`config.mk`:
```
export PLATFORM = sky130hd
export DESIGN_NAME = mest_cell
export DESIGN_NICKNAME = d
export VERILOG_FILES = /design/src/rtl/mest_pkg.sv /design/src/rtl/mest_cell.sv
export SDC_FILE = /design/constraint.sdc
export NUM_CORES = 1
export LEC_CHECK = 0
export BUFFER_PORTS_ARGS = -buffer_cell sky130_fd_sc_hd__buf_2
export CAP_MARGIN = 20
export CORE_MARGIN = 2
export CORE_UTILIZATION = 45
export DETAILED_ROUTE_END_ITERATION = 7
export HOLD_SLACK_MARGIN = 0.08
export PLACE_DENSITY_LB_ADDON = 0.12
export RECOVER_POWER = 25
export SLEW_MARGIN = 20
export SYNTH_ARGS = -nofsm -noshare
export SYNTH_HDL_FRONTEND = slang
export SYNTH_SLANG_ARGS = --single-unit
```
`constraint.sdc`:
```
create_clock -name clk -period 7.2 [get_ports clk]
set_input_delay 1.44 -clock clk [delete_from_list [all_inputs] [get_ports clk]]
set_output_delay 1.44 -clock clk [all_outputs]
set_load 0.03 [all_outputs]
```
`src/rtl/mest_pkg.sv`:
```
`default_nettype none
// ----------------------------------------------------------------------------
// mest_pkg
// Shared types and constants for the multicore earliest start time core.
// ----------------------------------------------------------------------------
package mest_pkg;

  localparam int NUM_CORES  = 16;
  localparam int MAX_LEVELS = 64;
  localparam int CORE_W     = 4;
  localparam int LEVEL_W    = 7;
  localparam int LVL_IDX_W  = $clog2(MAX_LEVELS);
  localparam int CORE_IDX_W = $clog2(NUM_CORES);
  localparam int TIME_W     = 32;
  localparam int COST_W     = 16;
  localparam int MAXE_DEPTH = MAX_LEVELS * NUM_CORES;
  localparam int MAXE_AW    = $clog2(MAXE_DEPTH);
  localparam int CNT_W      = $clog2(NUM_CORES + 1);

  typedef enum logic [1:0] {
    FUNC_ADD   = 2'd0,
    FUNC_QUERY = 2'd1,
    FUNC_ROUTE = 2'd2,
    FUNC_NOP   = 2'd3
  } func_t;

  typedef enum logic [2:0] {
    ST_CLEAR,
    ST_IDLE,
    ST_ADD_RD,
    ST_ADD_WR,
    ST_SCAN,
    ST_DRAIN,
    ST_DONE
  } state_t;

  typedef struct packed {
    logic [1:0]         func;
    logic [CORE_W-1:0]  core;
    logic [LEVEL_W-1:0] prec_level;
    logic [TIME_W-1:0]  end_time;
    logic [CORE_W-1:0]  peer_core;
    logic [COST_W-1:0]  route_cost;
  } in_word_t;

  typedef struct packed {
    logic [TIME_W-1:0] start_time;
    logic [TIME_W-1:0] core_idle_time;
    logic [TIME_W-1:0] makespan;
  } out_word_t;

  // token handed cell to cell during a query scan
  typedef struct packed {
    logic              vld;
    logic [TIME_W-1:0] val;
  } scan_tok_t;

  // control broadcast to the cells
  typedef struct packed {
    logic                  clr;
    logic                  route_we;
    logic [CORE_IDX_W-1:0] route_a;
    logic [CORE_IDX_W-1:0] route_b;
    logic [COST_W-1:0]     route_cost;
    logic [CORE_IDX_W-1:0] qcore;
    logic                  use_route;
  } cell_ctl_t;

endpackage

`default_nettype wire

```
`src/rtl/mest_cell.sv`:
```
`default_nettype none
// ----------------------------------------------------------------------------
// mest_cell
// One core's slice: route cost row for this core, and one step of the scan
// chain. Adds the route cost, when routing is enabled, to the level maximum
// entering here and folds it into the running maximum that passes through.
// ----------------------------------------------------------------------------
module mest_cell
  import mest_pkg::*;
(
  input  wire logic                  clk,
  input  wire logic                  rst_n,
  input  wire logic [CORE_IDX_W-1:0] my_idx,
  input  wire cell_ctl_t             ctl,
  input  wire logic                  inj_vld,
  input  wire logic [TIME_W-1:0]     inj_val,
  input  wire scan_tok_t             tok_in,
  output scan_tok_t                  tok_out
);

  // route cost between this core and every other core
  logic [COST_W-1:0] cost_r [NUM_CORES];
  scan_tok_t         tok_r;
  logic [TIME_W:0]   sum;
  logic [TIME_W-1:0] sat;
  logic [TIME_W-1:0] fold;

  always_ff @(posedge clk) begin
    if (!rst_n) begin
      for (int i = 0; i < NUM_CORES; i++) cost_r[i] <= '0;
    end else if (ctl.route_we) begin
      if (ctl.route_a == my_idx) cost_r[ctl.route_b] <= ctl.route_cost;
      else if (ctl.route_b == my_idx) cost_r[ctl.route_a] <= ctl.route_cost;
    end
  end

  always_comb begin
    sum = {1'b0, inj_val} +
          ((ctl.use_route) ? {{(TIME_W+1-COST_W){1'b0}}, cost_r[ctl.qcore]} : '0);
    sat = sum[TIME_W] ? {TIME_W{1'b1}} : sum[TIME_W-1:0];
    fold = tok_in.val;
    if (inj_vld && (!tok_in.vld || sat > tok_in.val)) fold = sat;
  end

  always_ff @(posedge clk) begin
    if (!rst_n || ctl.clr) begin
      tok_r.vld <= 1'b0;
    end else begin
      tok_r.vld <= tok_in.vld || inj_vld;
    end
    tok_r.val <= fold;
  end

  assign tok_out = tok_r;

endmodule

`default_nettype wire

```
# Yosys cells after proc, flatten, opt, wreduce, memory -nomap -nowiden
# Memories as Yosys holds them, arrays and structs flattened.
# Index checks and enable logic that the tools add are counted.
[op_classes]
multipliers = 0
mux = 19
add_sub_neg = 1
n_bitwise = 0
order_cmp = 1
div_mod_pow = 0
reduce_logical = 8
shift = 0
n_eq_ne = 2
[op_table]
columns = ["cell", "n"]
rows = [
  ["32-bit two-way mux", 2],
  ["16-bit two-way mux", 3],
  ["32-bit by 16-bit adder with 33-bit output", 1],
  ["32-bit > comparator", 1],
  ["16-bit OR reduction", 2],
  ["1-bit two-way mux", 12],
  ["4-bit == test", 2],
  ["4-bit two-way mux", 2],
  ["1-bit logical OR", 3],
  ["1-bit zero test", 2],
  ["1-bit logical AND", 1],
]
[word_totals]
inputBits = 103
word_cells = 34
latch_bits = 0
register_bits = 33
mem_bits_rw = 256
romBits = 0
output_inout_bits = 33
mem_count = 1
[mem_list]
columns = ["name", "depth", "word_bits", "read_ports", "rd_clocked_by_memory_dff", "write_ports", "line", "rtl"]
rows = [
  ["cost_r", 16, 16, 1, 0, 16, "mest_cell.sv:22", "logic [COST_W-1:0] cost_r [NUM_CORES];"],
]

# Depth between registers and ports, before layout
[logic_depth]
ltp_word = 8
ltp_mapped = 23
mapped_depth_nobuf = 20

# Worst setup path after synthesis
# Ideal clock, no wire load.
[synth_path]
kind = "input-to-reg"
start = "input ctl[1] (netlist bit)"
end = "register tok_r (netlist bit tok_out[16])"
t_required_ns = 7.079
path_stages = 22
t_arrival_ns = 6.847
setup_ns = 0.121
path_buffers = 3
slack_ns = 0.232
path_cell_list = "buf_2 buf_2 mux4_2 mux4_2 and2_1 ha_1 fa_1 a211oi_1 o211ai_1 a31o_2 o31a_1 o21a_1 o21ai_1 ha_1 nand4_2 nor3_1 a21boi_1 or4b_4 a31oi_4 inv_4 buf_6 mux2_4"
[synth_between]
elab_chain_cells = 8
[synth_rtl]
columns = ["element", "line", "rtl"]
rows = [
  ["start: declaration", "mest_cell.sv:14", "input wire cell_ctl_t ctl,"],
  ["memory read 16 x 16 bit (*)", "--", ""],
  ["16-bit two-way mux (*)", "mest_cell.sv:39", "((ctl.use_route) ? {{(TIME_W+1-COST_W){1'b0}}, cost_r[ctl.qcore]} : '0);"],
  ["32-bit by 16-bit adder with 33-bit output (*)", "mest_cell.sv:38", "sum = {1'b0, inj_val} +"],
  ["32-bit two-way mux (*)", "mest_cell.sv:40", "sat = sum[TIME_W] ? {TIME_W{1'b1}} : sum[TIME_W-1:0];"],
  ["32-bit > comparator", "mest_cell.sv:42", "if (inj_vld && (!tok_in.vld || sat > tok_in.val)) fold = sat;"],
  ["1-bit logical OR", "mest_cell.sv:42", ""],
  ["1-bit logical AND", "mest_cell.sv:42", ""],
  ["32-bit two-way mux (*)", "mest_cell.sv:42", ""],
  ["net fold[16]", "mest_cell.sv:26", "logic [TIME_W-1:0] fold;"],
  ["end: declaration", "mest_cell.sv:23", "scan_tok_t tok_r;"],
]
# Mark *: on every way through the listed nets, which the timed path passes. The rest lies on a longest branch.
# A chain may end at the register's enable or synchronous reset.

# Worst setup path in the final report
[layout_path]
start = "input ctl[2] (netlist bit)"
end = "register tok_r (netlist bit tok_out[25])"
# The elaborated chain is that of the path after synthesis.

==> reports/qor.txt <==
share of cells above drive strength 1: 24.83%
Slew Viols, Final: 0
Comb power frac: 15.1%
Final Util: 53.50%
Post-CTS Resized: 0
Top FF cell, synth: edfxtp_1
DRC Markers: 0
Post-CTS Hold Buffers: 0
r2r setup slk: 1.24 ns
Reg2Reg Depth: 21
Startpoint Class: input pin
Mapped Nets: 1274
post-synth top area share: 51.07%
worst r2r src: cost_r[8][0]
switching share of power: 25.72%
first-pass GRT wire length: 57.87 mm
Post-Syn Instances: 1122
largest net degree at the start of global routing: 19
fin nets: 1440
die width: 186.9 µm
initial DRC count: 758
Seq pwr share: 45.9%
Layout area overhead: 16.22%
Clk Latency, worst-skew pair: 0.51 ns
antenna violations before repair: 0
final hold viol count: 0
Post-synth EDFFs: 256
simple-gate share of the synthesized area: 16.30%
drt first pass iters: 4
number of global-route vias before repair: 9671
initial core utilization: 46.03%
Final Hold Slack: 1.083 ns
RSZ-0062 raised after global routing: false
Post-synth ARST share: 0%
I/O pin count: 136
Hold EP: tok_out[32]
FMAX: 0.1451 GHz
status: finished clean
placed cell count: 1694
diode count: 0
post-layout min period: 6.891 ns
Internal: 0.003151 W
Clock power frac: 38.9%
# fillers: 2806
I/O Buffers: 135
most common cell in the synthesized netlist: and2_1
drt wl/cell: 21.56 µm
Synthesis Warnings: 0
critical path peak fanout: 14
GRT Resource Usage Total: 21.75%
die area: 0.03493 mm²
Power per Cell Area: 242.4 mW/mm²
Clock Pin Slew Worst Setup and Hold Paths: 0.06 ns
drt via density: 5.407
Lkg Pwr: 6.595 nW
CTS Root Cell: clkbuf_16
min-delay src: ctl[30]
TritonCTS clock tree: done
sequential area share after synthesis: 55.46%
Core ar.: 0.03270 mm²
WL final: 37.84 mm
post-synth top area cell: edfxtp_1
clock sinks: 289
Commonest cells post-synth: and2_1, edfxtp_1, mux4_2, ha_1, nand2_1
grt ovf: 0
via count: 9490
post-synthesis mux area share: 13.58%
class of the most critical setup path: input pin to flop
Req. time, crit path: 7.56 ns
Die Span Y: 186.9 µm
CTS buffer count: 34
CTS H-tree depth: 2
Synth cell types: 66
number of synthesized register bits: 289
Synth area leaders: edfxtp_1, mux4_2, and2_1
Final Setup Violations: 0
Worst EP arrival: 7.25 ns
max_cap viols: 0
synthesized area: 0.01505 mm²
Least-Margin Pin Slew: 1.389 ns
Rows: 66
crit end category: flop
post-DP HPWL: 26.57 mm
syn avg cell area: 13.42 µm²
Antenna Nets Post-Route: 0
routability cong.: 0.8797
worst reg2reg endpoint: tok_out[25]
main combinational cell family by area after synthesis: simple AND/OR/NAND/NOR gates
Hold Path Class: input pin to flop
Adder-Cell Fraction of Synth Area: 4.123%
worst clock skew: 0.01344 ns
Slew HR: 7.401%
Hold Crit Depth: 2
Finished Layout Cells: 1755
Switch Pwr: 0.001091 W
clk buf depth: 3
part of the cycle the worst path needs: 95.71%
Max VDD drop: 0.0001626 V
Synth Area in Compound Gates: 6.026%
postcts setup bufs: 0
XOR/XNOR Fraction of Synth Area: 1.687%
## power groups by stage
stage	logic [W]	registers (W)	clock network (W)
floorplan	0.000370	0.00203	0
global placement	0.000648	0.00198	0
finish	0.000642	0.00195	0.00165
detailed placement	0.000653	0.00198	0
CTS	0.000655	0.00195	0.00168
global route	0.000697	0.00196	0.00174
## layer usage
metal | global-route usage (%) | up-vias | wire length, µm
li1 | - | 4474 | -
met1 | 29.05 | 4705 | 16780
met2 | 37.03 | 252 | 18390
met3 | 3.583 | 59 | 1884
met4 | 5.769 | 0 | 784
met5 | 0 | - | 0
## layout make-up
cell class	count	area, µm²	area share, %
flip-flops and latches	289	8348	47.72
repair buffers	191	1101	6.293
multi-input cells	730	6264	35.80
well taps	442	553.0	3.161
clock inverters	22	178.9	1.023
clock buffers	39	890.9	5.092
inverters	42	160.2	0.9154
## registers in the layout, summed over array words and instances (netlist names)
name	flops
tok_out	33
cost_r	256
## how the worst max path moves through the flow
stage | startpoint | slack, ns | cells after the start | endpoint
after floorplan | ctl[1] | 0.23 | 22 | tok_out[16]
after global placement | ctl[2] | -0.28 | 24 | tok_out[25]
after detailed placement | ctl[2] | -0.23 | 24 | tok_out[25]
after CTS | ctl[2] | 0.31 | 24 | tok_out[25]
after global routing | ctl[2] | 0.03 | 24 | tok_out[25]
final | ctl[2] | 0.31 | 24 | tok_out[25]
## logic make-up (layout without fill, tap and decap cells)
kind of cell             after synthesis  after routing
AO/OA/AOI/OAI                        133            133
AND/OR/NAND/NOR                      420            420
XOR/XNOR                              29             29
flip-flops                           289            289
buffers and inverters                103            294
multiplexers                          99             99
adder cells (fa/ha/maj)               49             49
## through the flow
step	total power, W	cell area [µm²]	setup TNS [ns]	setup slack [ns]
floorplan	0.002398	15050	0	0.2319
global placement	0.002627	16510	-4.282	-0.2849
detailed placement	0.002636	16520	-3.381	-0.2303
CTS	0.004280	17590	0	0.3093
global route	0.004399	17500	0	0.03164
finish	0.004241	17500	0	0.3087
## worst max-delay path, cell delays in order
cell and delay [ns]:
buf_2 0.36, buf_4 0.35, mux4_2 0.38, mux4_2 0.50
and2_1 0.18, ha_1 0.32, buf_4 0.15, nand4_1 0.18
buf_4 0.20, nor3_1 0.16, a2111o_1 0.15, nor2_1 0.05
o31ai_1 0.32, xnor2_1 0.18, nand2_1 0.08, ha_1 0.33
nand4_2 0.15, nor3_1 0.46, a21boi_1 0.30, or4b_4 0.20
a31oi_4 0.11, buf_4 0.19, nor2_1 0.35, a22oi_1 0.14
## layout by cell type (no fill, tap or decap), types with 6 or more instances in the layout
cell type and count:
a211oi_1 6, a21o_1 7, a21oi_1 43, a22oi_1 8
a31oi_1 10, and2_1 274, buf_12 6, buf_2 100
buf_4 43, clkbuf_1 46, clkbuf_16 35, clkinv_1 10
dfxtp_1 33, edfxtp_1 256, ha_1 48, inv_1 41
mux2_2 9, mux2_4 8, mux4_2 80, nand2_1 47
nand3_1 17, nand4_1 13, nor2_1 27, nor2_2 14
nor3_1 10, o21ai_0 15, o21ai_1 11, xnor2_1 16
xor2_1 13
Power figures use the tool's default switching activity.
